<file path="config.mk">
export PLATFORM = sky130hd
export DESIGN_NAME = bds_ctrl
export DESIGN_NICKNAME = d
export VERILOG_FILES = /design/src/rtl/bds_pkg.sv /design/src/rtl/bds_ctrl.sv
export SDC_FILE = /design/constraint.sdc
export NUM_CORES = 1
export LEC_CHECK = 0
export BUFFER_PORTS_ARGS = -buffer_cell sky130_fd_sc_hd__buf_2
export CORE_MARGIN = 2
export CORE_UTILIZATION = 48
export DETAILED_ROUTE_END_ITERATION = 10
export HOLD_SLACK_MARGIN = 0.08
export PLACE_DENSITY = 0.84
export SLEW_MARGIN = 20
export SYNTH_ARGS = -nofsm -noshare
export SYNTH_HDL_FRONTEND = slang
export SYNTH_SLANG_ARGS = --single-unit
</file>
<file path="constraint.sdc">
create_clock -name clk -period 4.9 [get_ports clk]
set_clock_uncertainty 0.15 [all_clocks]
set_input_delay 0.49 -clock clk [delete_from_list [all_inputs] [get_ports clk]]
set_output_delay 0.49 -clock clk [all_outputs]
set_load 0.05 [all_outputs]
</file>
<file path="src/rtl/bds_pkg.sv">
// Shared constants, payload words, controller commands and helpers for the deposition surface.
package bds_pkg;

    localparam int MAX_COLUMNS = 1024;
    localparam int MIN_COLUMNS = 3;
    localparam int HEIGHT_BITS = 16;
    localparam int COL_BITS    = $clog2(MAX_COLUMNS);
    localparam int N_BITS      = $clog2(MAX_COLUMNS + 1);
    localparam int CFG_BITS    = 11;
    localparam int FRAC_BITS   = 8;
    localparam int OUT_BITS    = 24;

    localparam int SUM_BITS    = HEIGHT_BITS + COL_BITS;
    localparam int SQ_BITS     = 2 * HEIGHT_BITS + COL_BITS;
    localparam int SQ_LO_BITS  = SQ_BITS / 2;
    localparam int SQ_HI_BITS  = SQ_BITS - SQ_LO_BITS;
    localparam int NSQ_BITS    = N_BITS + SQ_BITS;
    localparam int RAD_BITS    = ((NSQ_BITS + 2 * FRAC_BITS + 1) / 2) * 2;
    localparam int ROOT_BITS   = RAD_BITS / 2;
    localparam int REM_BITS    = ROOT_BITS + 2;
    localparam int DIVD_BITS   = ROOT_BITS;
    localparam int STEP_BITS   = $clog2(ROOT_BITS + 1);

    localparam logic REQ_DEPOSIT = 1'b0;
    localparam logic REQ_CLEAR   = 1'b1;

    localparam logic [HEIGHT_BITS-1:0] HEIGHT_MAX = {HEIGHT_BITS{1'b1}};

    typedef struct packed {
        logic                req_type;
        logic [COL_BITS-1:0] column;
        logic                report;
    } in_word_t;

    typedef struct packed {
        logic [HEIGHT_BITS-1:0] column_height;
        logic [OUT_BITS-1:0]    mean_height;
        logic [OUT_BITS-1:0]    roughness;
        logic                   report_valid;
        logic                   height_saturated;
        logic                   bad_column;
    } out_word_t;

    typedef enum logic [1:0] {
        ADDR_COL,
        ADDR_LEFT,
        ADDR_RIGHT
    } addr_sel_t;

    typedef enum logic [4:0] {
        ST_SWEEP,
        ST_IDLE,
        ST_DECODE,
        ST_RD_L,
        ST_RD_R,
        ST_UPD,
        ST_SQ,
        ST_ACC,
        ST_MUL_LO,
        ST_MUL_HI,
        ST_NSQ,
        ST_DIFF,
        ST_SQRT,
        ST_DM_INIT,
        ST_DM,
        ST_DR_INIT,
        ST_DR,
        ST_OUT,
        ST_CLR_OUT
    } state_t;

    typedef struct packed {
        logic      accept;
        logic      sweep_start;
        logic      sweep_step;
        addr_sel_t addr_sel;
        logic      cap_old;
        logic      cap_left;
        logic      upd_write;
        logic      sq_mul;
        logic      acc_update;
        logic      mul_lo;
        logic      mul_hi;
        logic      nsq_add;
        logic      sqrt_start;
        logic      sqrt_step;
        logic      div_start_mean;
        logic      div_start_rough;
        logic      cap_mean;
        logic      div_step;
        logic      out_load;
    } cmd_t;

    typedef struct packed {
        logic is_clear;
        logic is_bad;
        logic want_report;
        logic sweep_done;
        logic sqrt_done;
        logic div_done;
        logic out_free;
    } sts_t;

    function automatic logic [OUT_BITS-1:0] sat_out(input logic [DIVD_BITS-1:0] v);
        logic [OUT_BITS-1:0] r;
        if (|v[DIVD_BITS-1:OUT_BITS])
            r = {OUT_BITS{1'b1}};
        else
            r = v[OUT_BITS-1:0];
        return r;
    endfunction

endpackage

</file>
<file path="src/rtl/bds_ctrl.sv">
// Controller state machine sequencing sweeps, deposits and reports.
module bds_ctrl (
    input  logic          clk,
    input  logic          rst_n,
    input  logic          in_valid,
    input  logic          cfg_we,
    input  bds_pkg::sts_t sts,
    output logic          in_stall,
    output bds_pkg::cmd_t cmd
);
    import bds_pkg::*;

    state_t state_reg;
    state_t state_next;

    always_ff @(posedge clk or negedge rst_n)
    begin
        if (!rst_n)
            state_reg <= ST_SWEEP;
        else
            state_reg <= state_next;
    end

    always_comb
    begin
        state_next = state_reg;
        if (cfg_we)
        begin
            state_next = ST_SWEEP;
        end
        else
        begin
            unique case (state_reg)
                ST_SWEEP:   if (sts.sweep_done) state_next = ST_IDLE;
                ST_IDLE:    if (in_valid) state_next = ST_DECODE;
                ST_DECODE:
                begin
                    priority if (sts.is_clear)
                        state_next = ST_CLR_OUT;
                    else if (sts.is_bad)
                        state_next = sts.want_report ? ST_MUL_LO : ST_OUT;
                    else
                        state_next = ST_RD_L;
                end
                ST_RD_L:    state_next = ST_RD_R;
                ST_RD_R:    state_next = ST_UPD;
                ST_UPD:     state_next = ST_SQ;
                ST_SQ:      state_next = ST_ACC;
                ST_ACC:     state_next = sts.want_report ? ST_MUL_LO : ST_OUT;
                ST_MUL_LO:  state_next = ST_MUL_HI;
                ST_MUL_HI:  state_next = ST_NSQ;
                ST_NSQ:     state_next = ST_DIFF;
                ST_DIFF:    state_next = ST_SQRT;
                ST_SQRT:    if (sts.sqrt_done) state_next = ST_DM_INIT;
                ST_DM_INIT: state_next = ST_DM;
                ST_DM:      if (sts.div_done) state_next = ST_DR_INIT;
                ST_DR_INIT: state_next = ST_DR;
                ST_DR:      if (sts.div_done) state_next = ST_OUT;
                ST_OUT:     if (sts.out_free) state_next = ST_IDLE;
                ST_CLR_OUT: if (sts.out_free) state_next = ST_SWEEP;
                default:    state_next = ST_SWEEP;
            endcase
        end
    end

    always_comb
    begin
        cmd          = '0;
        cmd.addr_sel = ADDR_COL;
        in_stall     = (state_reg != ST_IDLE) || cfg_we;
        if (cfg_we)
        begin
            cmd.sweep_start = 1'b1;
        end
        else
        begin
            unique case (state_reg)
                ST_SWEEP:   cmd.sweep_step = !sts.sweep_done;
                ST_IDLE:    cmd.accept = in_valid;
                ST_DECODE:  cmd.addr_sel = ADDR_COL;
                ST_RD_L:
                begin
                    cmd.addr_sel = ADDR_LEFT;
                    cmd.cap_old  = 1'b1;
                end
                ST_RD_R:
                begin
                    cmd.addr_sel = ADDR_RIGHT;
                    cmd.cap_left = 1'b1;
                end
                ST_UPD:     cmd.upd_write = 1'b1;
                ST_SQ:      cmd.sq_mul = 1'b1;
                ST_ACC:     cmd.acc_update = 1'b1;
                ST_MUL_LO:  cmd.mul_lo = 1'b1;
                ST_MUL_HI:  cmd.mul_hi = 1'b1;
                ST_NSQ:     cmd.nsq_add = 1'b1;
                ST_DIFF:    cmd.sqrt_start = 1'b1;
                ST_SQRT:    cmd.sqrt_step = !sts.sqrt_done;
                ST_DM_INIT: cmd.div_start_mean = 1'b1;
                ST_DM:      cmd.div_step = !sts.div_done;
                ST_DR_INIT:
                begin
                    cmd.cap_mean        = 1'b1;
                    cmd.div_start_rough = 1'b1;
                end
                ST_DR:      cmd.div_step = !sts.div_done;
                ST_OUT:     cmd.out_load = sts.out_free;
                ST_CLR_OUT:
                begin
                    cmd.out_load    = sts.out_free;
                    cmd.sweep_start = sts.out_free;
                end
                default:    cmd.sweep_start = 1'b1;
            endcase
        end
    end

    a_load_free: assert property (@(posedge clk) disable iff (!rst_n)
        cmd.out_load |-> sts.out_free)
        else $error("result word loaded over one not yet taken");

endmodule

</file>
## Word-level counts from Yosys, hierarchy flattened

Index checks and enable logic that the tools add are counted.

| word-level totals | value |
|---|---|
| register bits | 5 |
| input bits | 11 |
| output and inout bits | 21 |
| word-level logic and storage cells | 69 |

| cells by class | value |
|---|---|
| equality and inequality tests | 26 |
| muxes and demuxes | 33 |
| reductions and logical operators | 9 |

Operators by type and width:

| cell | number |
|---|---|
| $pmux W5 S19 | 1 |
| $mux W5 | 11 |
| $eq A5 B4 Y1 const B | 8 |
| $ne A3 B3 Y1 const B | 7 |
| $eq A5 B3 Y1 const B | 4 |
| $mux W18 | 1 |
| $reduce_or A18 Y1 | 1 |
| $mux W1 | 17 |
| $eq A5 B5 Y1 const B | 3 |
| $eq A5 B2 Y1 const B | 2 |
| $reduce_and A7 Y1 | 1 |
| $eq A5 B1 Y1 const B | 1 |
| $logic_not A5 Y1 | 1 |
| $ne A5 B1 Y1 const B | 1 |
| $pmux W2 S2 | 1 |
| $reduce_or A2 Y1 | 2 |
| $logic_not A1 Y1 | 3 |
| $mux W2 | 1 |
| $pmux W1 S2 | 1 |
| $logic_or A1 B1 Y1 | 1 |

## Depth between registers and ports, before layout

Gate-level depths: netlist of run 1.

| depth | value |
|---|---|
| word-level depth | 5 |
| depth in mapped cells | 6 |
| depth with buffers taken out | 5 |

## Least setup slack after synthesis of run 1

Ideal clock, no wire load.

| timing path | value |
|---|---|
| path type | register to output |
| from | register state_reg[0] |
| to | output port cmd[3] (netlist name) |
| data arrival time | 2.502 ns |
| data required time | 4.260 ns |
| slack | 1.758 ns |
| stages on the path, launching flop included | 6 |
| path buffers | 3 |
| cells stage by stage | dfrtp_1 buf_2 clkbuf_1 nand2_1 nor3_1 buf_4 |

RTL lines:

| item | RTL line | text |
|---|---|---|
| from (decl) | bds_ctrl.sv:13 | `state_t state_reg;` |
| from (signal assigned) | bds_ctrl.sv:21 | `state_reg <= state_next;` |
| to (decl) | bds_ctrl.sv:9 | `output bds_pkg::cmd_t cmd` |

==> results.md, run 1 <==
- Max FFs per register: 5
- Crit path time final: 2.59 ns
- TritonCTS Sinks: 5
- Footprint of the multi-input gates: 464 sq um
- Register Area: 125 sq um
- Fin worst setup slack: 2.31 ns
- RSZ-0062 raised after global routing: no
- Data arrival, critical path: 1.95 ns
- Slowest stage delay, CP: 0.53 ns
- Clock share of power: 0.138
- Number of flops mapped to enable cells by yosys: 0
- Total core area: 1280 sq um
- First-pass GRT wire length: 2.44 mm
- Worst r2r dst: state_reg[4]
- Routed wire length: 1.61 mm
- Final Util: 0.625
- Top_reg_cell synth: dfrtp_1
- Routability Congestion: 0.942
- Largest net degree at the start of global routing: 18
- Reg power frac: 0.297
- #FFs+latches synth: 5
- Io pins: 32
- Worst slew pin tran: 0.581 ns
- Initial antenna violation count: 0
- Syn Std Cell Area: 653 sq um
- Num CTS Buffers: 3
- Port Buffers: 31
- Final worst hold slack: 0.443 ns
- Setup violators final: 0
- Number of post-CTS setup repair buffers: 0
- Cell Pwr Density: 436 nW/um^2
- Initial DRC count: 11
- Status: finished clean
- Initial Util: 0.508
- Maximum vdd drop: 0.305 mV
- GR peak layer: met2
- Critical path type: reg2out
- Drt wl/cell: 12.7 microns
- Max cap viols: 0
- DRC errors left: 0
- Height of the die: 40.9 microns
- NetSw: 0.187 mW
- Worst-path maximum fanout: 13
- Fin nets: 124
- Most frequent cells after synthesis: 11 x nor2_1, 8 x nand2_1, 7 x nor3_1
- Slowest cell on crit path: dfrtp_1
- Final Hold Viols: 0
- TritonCTS clock tree: yes
- Gr ovfl total: 0
- Die Footprint: 1670 sq um
- FMAX: 0.386 GHz
- # placed instances: 122
- Ant. Diodes: 0
- Syn. warnings: 0
- Synth area leader: dfrtp_1
- Crit end category: output pin
- CTS H-tree lvls: 1
- Mapped Nets: 97
- Switching Share: 0.535
- CP Buf/Inv Count: 1
- WP data required: 4.26 ns
- R2r startpoint: state_reg[2]
- Setup TNS: 0 ns
- Die W: 40.9 microns
- Final worst path period share: 0.529
- Int Pwr: 0.163 mW
- R2R Setup Slk: 2.76 ns
- Synth unique cells: 38
- Area delta synth->final: 23.0%
- Overall global routing resource usage: 0.222
- Worst R2R Path Depth: 5
- Clock buffer depth: 2
- CP top delay family: flip-flops
- Fillers: 110
- Max-slew violations: 0
- Share of layout cells above drive strength 1: 0.375
- Top-area cell type share of the netlist area: 0.192
- CTS root buffer: clkbuf_4
- Clock slew at reported path FFs: 0.04 ns
- FFs w/ async S/R, synth: 1.00
- Met3 Use GR: 0.0870
- Met1 Resource Use GR: 0.316
- Met2 usage: 0.320
- DP Wirelength: 1.23 mm
- Row count: 13
- Skew-Pair Late Insertion Delay: 0.25 ns
- Vias per inst: 5.57
- Min-Delay Path Class: in2async
- Sequential-to-total area share from yosys stat: 0.192
- First drt pass iteration count: 4
- WP depth: 4
- Worst-path cell chain: nor2_2 > nand3b_1 > a2111oi_4 > buf_2
- Synth area leaders: dfrtp_1 19%, nor2_1 6.3%, nor3_1 5.4%
- Comb pwr share: 0.564
- Startpoint class of the critical path: register
- Layout Cells excl Fill: 127
- Avg Cell Area, Syn: 7.59 sq um
- Routed Antenna Nets: 0
- Rel. slew slack: 0.613
- Leak: 0.403 nW
- Top-count cell post-synth: nor2_1
- Place WS: 2.58 ns
- Synthesized instance count: 86
- Vias: 707
- Vias in the first global route: 523
[layout make-up]
type / instances / area share
tap: 15 / 0.0234
multi-input combinational: 70 / 0.578
clock buffer: 4 / 0.0327
timing repair buffer: 32 / 0.206
inverter: 1 / 0.00467
sequential: 5 / 0.156
[logic make-up (layout without fill, tap and decap cells)]
logic type / after synthesis / count (layout) / share of synthesized area
simple gates: 47 / 47 / 0.402
compound gates: 18 / 18 / 0.230
buf+inv: 11 / 37 / 0.0977
flops: 5 / 5 / 0.192
xor+xnor: 3 / 3 / 0.0402
mux: 2 / 2 / 0.0383
[what timing repair did]
item                      in CTS  in global routing
hold buffers                   1                  0
gates resized for setup        0                  0
hold endpoints to repair       5                  0
[worst register-to-register path, cell delays in order (launching register included)]
cell	delay [ns]
dfrtp_1	0.53
nor2_2	0.25
nand3b_1	0.17
a2111oi_4	0.41
or3_4	0.22
mux2_4	0.29
[layout by cell type (no fill, tap or decap), types with 3 or more instances in the layout]
master    Yosys  final
dfrtp_1       5      5
buf_2         2     31
nand2_1       8      8
o31ai_1       3      3
o21ai_0       3      3
xor2_1        3      3
clkbuf_4      0      3
nor3_1        7      7
nand2b_1      4      4
nor2_1       11     11
[layer usage]
layer	routed length (microns)	vias to the layer above
met5	0	-
met1	727	323
met3	100	0
li1	-	362
met4	0	0
met2	781	22
[worst max-delay path by stage]
stage | from | to
global placement | state_reg[2] | cmd[1]
CTS | state_reg[2] | cmd[1]
global route | state_reg[2] | cmd[1]
floorplan | state_reg[0] | cmd[3]
detailed placement | state_reg[2] | cmd[1]
finish | state_reg[2] | cmd[1]
[per-stage QoR]
step / power, mW / area [sq um]
3_5_place_dp: 0.301 / 767
4_1_cts: 0.352 / 803
6_report: 0.350 / 803
5_1_grt: 0.379 / 803
2_1_floorplan: 0.270 / 653
3_3_place_gp: 0.297 / 767
[power by group through the flow]
stage	Combinational, mW	Sequential [mW]	Clock, mW
final	0.198	0.104	0.0485
after global routing	0.217	0.109	0.0528
after CTS	0.198	0.104	0.0499
after floorplan	0.210	0.0599	0
after global placement	0.195	0.103	0
after detailed placement	0.197	0.104	0
No activity file was read; power rests on OpenSTA's default activity.
==> run 2, diff against run 1 <==
--- a/config.mk
+++ b/config.mk
@@ -7,10 +7,10 @@
 export LEC_CHECK = 0
 export BUFFER_PORTS_ARGS = -buffer_cell sky130_fd_sc_hd__buf_2
 export CORE_MARGIN = 2
-export CORE_UTILIZATION = 48
+export CORE_UTILIZATION = 44
 export DETAILED_ROUTE_END_ITERATION = 10
 export HOLD_SLACK_MARGIN = 0.08
-export PLACE_DENSITY = 0.84
+export PLACE_DENSITY = 0.78
 export SLEW_MARGIN = 20
 export SYNTH_ARGS = -nofsm -noshare
 export SYNTH_HDL_FRONTEND = slang
==> constraint.sdc (replaced) <==
create_clock -name clk -period 2.4 [get_ports clk]
set_clock_uncertainty 0.15 [all_clocks]
set_input_delay 0.24 -clock clk [delete_from_list [all_inputs] [get_ports clk]]
set_output_delay 0.24 -clock clk [all_outputs]
set_load 0.05 [all_outputs]
==> results.md, run 2 (synthesis results as in run 1) <==
- Io pins: 32 (unchanged)
- Cell Pwr Density: 894 nW/um^2 (+100%)
- Min-Delay Path Class: in2async
- Crit path time final: 2.28 ns
- TritonCTS Sinks: 5 (unchanged)
- Total core area: 1350 sq um (+5.1%)
- Max-slew violations: 0 (unchanged)
- Setup violators final: 0 (unchanged)
- Overall global routing resource usage: 0.203 (-0.0189)
- Startpoint class of the critical path: register
- Crit end category: output pin
- Final Hold Viols: 0 (unchanged)
- Detailed route wirelength on metal2: 874 microns (+12%)
- Total length of routed met3 wires: 75 microns (-25%)
- Area delta synth->final: 30.7%
- RSZ-0062 raised after global routing: no
- Number of post-CTS setup repair buffers: 0 (unchanged)
- Commonest non-fill, non-tap cell in the layout: buf_2
- TritonCTS clock tree: yes
- Fin nets: 126 (+1.6%)
- Die W: 42.5 microns (+4.0%)
- Max FFs per register: 5 (unchanged)
- Leak: 0.418 nW (+3.9%)
- Skew-Pair Late Insertion Delay: 0.24 ns (about the same)
- Share of layout cells above drive strength 1: 0.439 (+0.0636)
- Clock slew at reported path FFs: 0.04 ns (about the same)
- Routability Congestion: 0.927 (-1.6%)
- Final worst hold slack: 0.191 ns (-0.252 ns)
- CTS root buffer: clkbuf_4
- FMAX: 0.439 GHz
- Vias: 734 (+3.8%)
- Dpl cell area: 808 sq um (+5.4%)
- Critical path type: reg2out
- Fillers: 120 (+9.1%)
- CTS H-tree lvls: 1 (unchanged)
- Drt wl/cell: 13.3 microns (+5.0%)
- Maximum vdd drop: 0.336 mV (+10%)
- Max cap viols: 0 (unchanged)
- Clock buffer depth: 2 (unchanged)
- First drt pass iteration count: 4 (unchanged)
- Status: finished clean
- Port Buffers: 31 (unchanged)
- WP data required: 2.01 ns (-2.25 ns)
- Commonest non-fill, non-tap cells in the layout: 30 x buf_2, 11 x nor2_1, 8 x nand2_1
- Initial DRC count: 20 (+9)
- Cell area after layout: 853 sq um (+6.2%)
- DP Wirelength: 1.36 mm (+11%)
- Fin worst setup slack: 0.122 ns (-2.18 ns)
- Rel. slew slack: 0.670 (+0.0572)
- Clock share of power: 0.128 (-0.010)
- Place WS: 0.258 ns (-2.32 ns)
- Switching Share: 0.531 (-0.00345)
- Largest net degree at the start of global routing: 15 (-3)
- Ant. Diodes: 0 (unchanged)
- Height of the die: 42.5 microns (+4.0%)
- Metal-1 WL: 766 microns (+5.4%)
- First-pass GRT wire length: 2.82 mm (+16%)
- Gr ovfl total: 0 (unchanged)
- Initial Util: 0.484 (-0.0245)
- Worst slew pin tran: 0.495 ns (-0.0857 ns)
- Reg power frac: 0.249 (-0.048)
- Final worst path period share: 0.949
- Routed wire length: 1.72 mm (+6.7%)
- R2R Setup Slk: 0.30 ns (-2.46 ns)
- Int Pwr: 0.357 mW (+120%)
- Initial antenna violation count: 0 (unchanged)
- Vias per inst: 5.69 (+2.2%)
- Row count: 13 (unchanged)
- Die Footprint: 1810 sq um (+8.2%)
- NetSw: 0.405 mW (+120%)
- Routed Antenna Nets: 0 (unchanged)
- Worst-path maximum fanout: 14 (+1)
- Comb pwr share: 0.623 (+0.059)
- Num CTS Buffers: 3 (unchanged)
- DRC errors left: 0 (unchanged)
- Data arrival, critical path: 1.89 ns (-0.06 ns)
- DR top layer: met3
- Vias in the first global route: 638 (+22%)
[run 2: cell types whose count changed in the layout (fill, tap and decap cells not counted), sizes merged]
cell,delta
buf,+1
clkbuf,+1
[run 2: path summary, 6_finish.rpt]
kind / startpoint / cells past startpoint / to
min in group clk: sts[4] / 3 / state_reg[3]
max in group asynchronous: rst_n / 2 / state_reg[2]
worst min-delay path: rst_n / 2 / state_reg[0]
worst max register to register: state_reg[3] / 5 / state_reg[4]
worst max-delay path: state_reg[3] / 4 / cmd[1]
worst min register to register: state_reg[1] / 2 / state_reg[1]
[run 2: layout make-up]
cell class / instances / area (sq um) / area share
inverters: 1 / 3.75 / 0.00440
repair buffers: 34 / 183 / 0.214
clock buffers: 4 / 26.3 / 0.0308
flip-flops and latches: 5 / 126 / 0.148
multi-input cells: 70 / 495 / 0.581
well taps: 15 / 18.8 / 0.0220
[run 2: critical path, stage by stage (launching register included)]
cell,delay (ns)
dfrtp_1,0.55
nor2_4,0.22
nand3b_1,0.16
a2111oi_4,0.40
clkbuf_4,0.32
[run 2: timing repair]
action	4_1_cts	5_1_grt
endpoints found under the setup margin	0	1
resized for setup	0	3
hold buffers	1	0
endpoints found under the hold margin	5	0
[run 2: power groups by stage]
| stage | Sequential [mW] | Clock (mW) | Combinational (mW) |
|---|---|---|---|
| after floorplan | 0.122 | 0 | 0.441 |
| after global placement | 0.186 | 0 | 0.464 |
| after detailed placement | 0.187 | 0 | 0.470 |
| after CTS | 0.187 | 0.102 | 0.472 |
| after global routing | 0.198 | 0.107 | 0.516 |
| final | 0.190 | 0.0976 | 0.475 |
[run 2: per-stage QoR]
step | util | total power, mW | instances | TNS (ns)
after floorplan | - | 0.564 | 86 | -0.0502
after global placement | 0.599 | 0.649 | 124 | 0
after detailed placement | 0.599 | 0.657 | 124 | 0
after CTS | 0.626 | 0.761 | 129 | 0
after global routing | 0.632 | 0.822 | 129 | 0
final | 0.632 | 0.763 | 129 | 0
[run 2: layer usage]
metal / vias up / track usage
met5: - / 0
met4: 0 / 0.0500
met3: 0 / 0.0388
met2: 22 / 0.345
met1: 341 / 0.263
li1: 371 / -
==> run 3, diff against run 2 <==
--- a/config.mk
+++ b/config.mk
@@ -11,6 +11,7 @@
 export DETAILED_ROUTE_END_ITERATION = 10
 export HOLD_SLACK_MARGIN = 0.08
 export PLACE_DENSITY = 0.78
+export RECOVER_POWER = 25
 export SLEW_MARGIN = 20
 export SYNTH_ARGS = -nofsm -noshare
 export SYNTH_HDL_FRONTEND = slang
==> results.md, run 3 (synthesis results as in run 1) <==
- CTS H-tree lvls: 1 (unchanged)
- Clock buffer depth: 2 (unchanged)
- Vias: 734 (unchanged)
- First drt pass iteration count: 4 (unchanged)
- TritonCTS Sinks: 5 (unchanged)
- Dpl cell area: 808 sq um (unchanged)
- Routability Congestion: 0.927 (unchanged)
- Max cap viols: 0 (unchanged)
- Total core area: 1350 sq um (unchanged)
- Drt wl/cell: 13.3 microns (+0.12%)
- WP data required: 2.01 ns (about the same)
- Status: finished clean
- Die Footprint: 1810 sq um (unchanged)
- Row count: 13 (unchanged)
- Port Buffers: 31 (unchanged)
- DRC errors left: 0 (unchanged)
- Initial Util: 0.484 (unchanged)
- RSZ-0062 raised after global routing: no
- Area delta synth->final: 30.5%
- Worst-path maximum fanout: 14 (unchanged)
- Gr ovfl total: 0 (unchanged)
- CTS root buffer: clkbuf_4
- Die W: 42.5 microns (unchanged)
- Initial antenna violation count: 0 (unchanged)
- Routed wire length: 1.72 mm (+0.12%)
- Routed Antenna Nets: 0 (unchanged)
- Final Hold Viols: 0 (unchanged)
- Num CTS Buffers: 3 (unchanged)
- Startpoint class of the critical path: register
- Vias in the first global route: 638 (unchanged)
- Min-Delay Path Class: in2async
- Register Area: 126 sq um (unchanged)
- Ant. Diodes: 0 (unchanged)
- Commonest non-fill, non-tap cell in the layout: buf_2
- Share of layout cells above drive strength 1: 0.430 (-0.00877)
- Initial DRC count: 23 (+15%)
- Critical path type: reg2out
- Worst slew pin tran: 0.495 ns (-0.000204 ns)
- Height of the die: 42.5 microns (unchanged)
- Number of post-CTS setup repair buffers: 0 (unchanged)
- Commonest non-fill, non-tap cells in the layout: 29 x buf_2, 11 x nor2_1, 8 x nand2_1
- TritonCTS clock tree: yes
- Fillers: 121 (+0.83%)
- Skew-Pair Late Insertion Delay: 0.24 ns (about the same)
- Largest net degree at the start of global routing: 15 (unchanged)
- Clock slew at reported path FFs: 0.04 ns (about the same)
- Cell Pwr Density: 895 nW/um^2 (+0.19%)
- FMAX: 0.439 GHz (about the same)
- Crit end category: output pin
- Rel. slew slack: 0.670 (about the same)
- Max FFs per register: 5 (unchanged)
- Fin nets: 126 (unchanged)
- Data arrival, critical path: 1.89 ns (about the same)
- Max-slew violations: 0 (unchanged)
- Fin worst setup slack: 0.122 ns (+0.000351 ns)
- Setup violators final: 0 (unchanged)
- Crit path time final: 2.28 ns (-0.000351 ns)
- Vias per inst: 5.69 (unchanged)
- Maximum vdd drop: 0.336 mV (about the same)
- First-pass GRT wire length: 2.82 mm (unchanged)
- Overall global routing resource usage: 0.203 (unchanged)
- Cell area after layout: 852 sq um (-0.15%)
- Place WS: 0.258 ns (unchanged)
- Io pins: 32 (unchanged)
- DP Wirelength: 1.36 mm (unchanged)
- Footprint of the multi-input gates: 495 sq um (unchanged)
- Final worst path period share: 0.949 (about the same)
- Leak: 0.415 nW (-0.66%)
## run 3: cell count changes in the layout (fill, tap and decap cells not counted)
cell / delta
buf_2: -1
clkbuf_1: +1
## run 3: report_power, final
group          switching [mW]  internal [mW]  leakage, nW
registers              0.0805          0.109       0.0659
clock network          0.0348         0.0629       0.0150
logic                   0.291          0.185        0.335
total                   0.406          0.357        0.415
## run 3: stage by stage
step	utilization	cells	total power, mW	hold WS (ns)	TNS, ns
finish	0.631	129	0.763	0.224	0
global route	0.631	129	0.822	0.227	0
CTS	0.626	129	0.761	0.180	0
detailed placement	0.599	124	0.657	-0.0915	0
global placement	0.599	124	0.649	-0.0929	0
floorplan	-	86	0.564	-0.206	-0.0502
## run 3: timing repair
action                     in CTS  in global routing
hold endpoints to repair        5                  0
setup endpoints to repair       0                  1
hold buffers                    1                  0
gates resized for setup         0                  3
## run 3: layout make-up
cell class	count	area share
sequential	5	0.148
tap	15	0.0220
timing repair buffer	34	0.213
multi-input combinational	70	0.581
inverter	1	0.00441
clock buffer	4	0.0308
## run 3: worst max-delay path, stage by stage (launching register included)
cell       delay (ns)
dfrtp_1          0.55
nor2_4           0.22
nand3b_1         0.16
a2111oi_4        0.40
clkbuf_4         0.32
## run 3: routing by layer
metal / vias to the layer above / GRT usage / wire length, microns
li1: 369 / - / -
met1: 339 / 0.263 / 754
met2: 26 / 0.345 / 874
met3: 0 / 0.0388 / 88
met4: 0 / 0.0500 / 0
met5: - / 0 / 0
## run 3: path summary, 6_finish.rpt
| kind | slack [ns] | to | from | cells past startpoint |
|---|---|---|---|---|
| worst max-delay path | 0.12 | cmd[1] | state_reg[3] | 4 |
| worst min-delay path | 0.22 | state_reg[0] | rst_n | 2 |
| worst max register to register | 0.30 | state_reg[4] | state_reg[3] | 5 |
| worst min register to register | 0.49 | state_reg[1] | state_reg[1] | 2 |
| max in group asynchronous | 1.65 | state_reg[2] | rst_n | 2 |
| min in group clk | 0.24 | state_reg[3] | sts[4] | 3 |
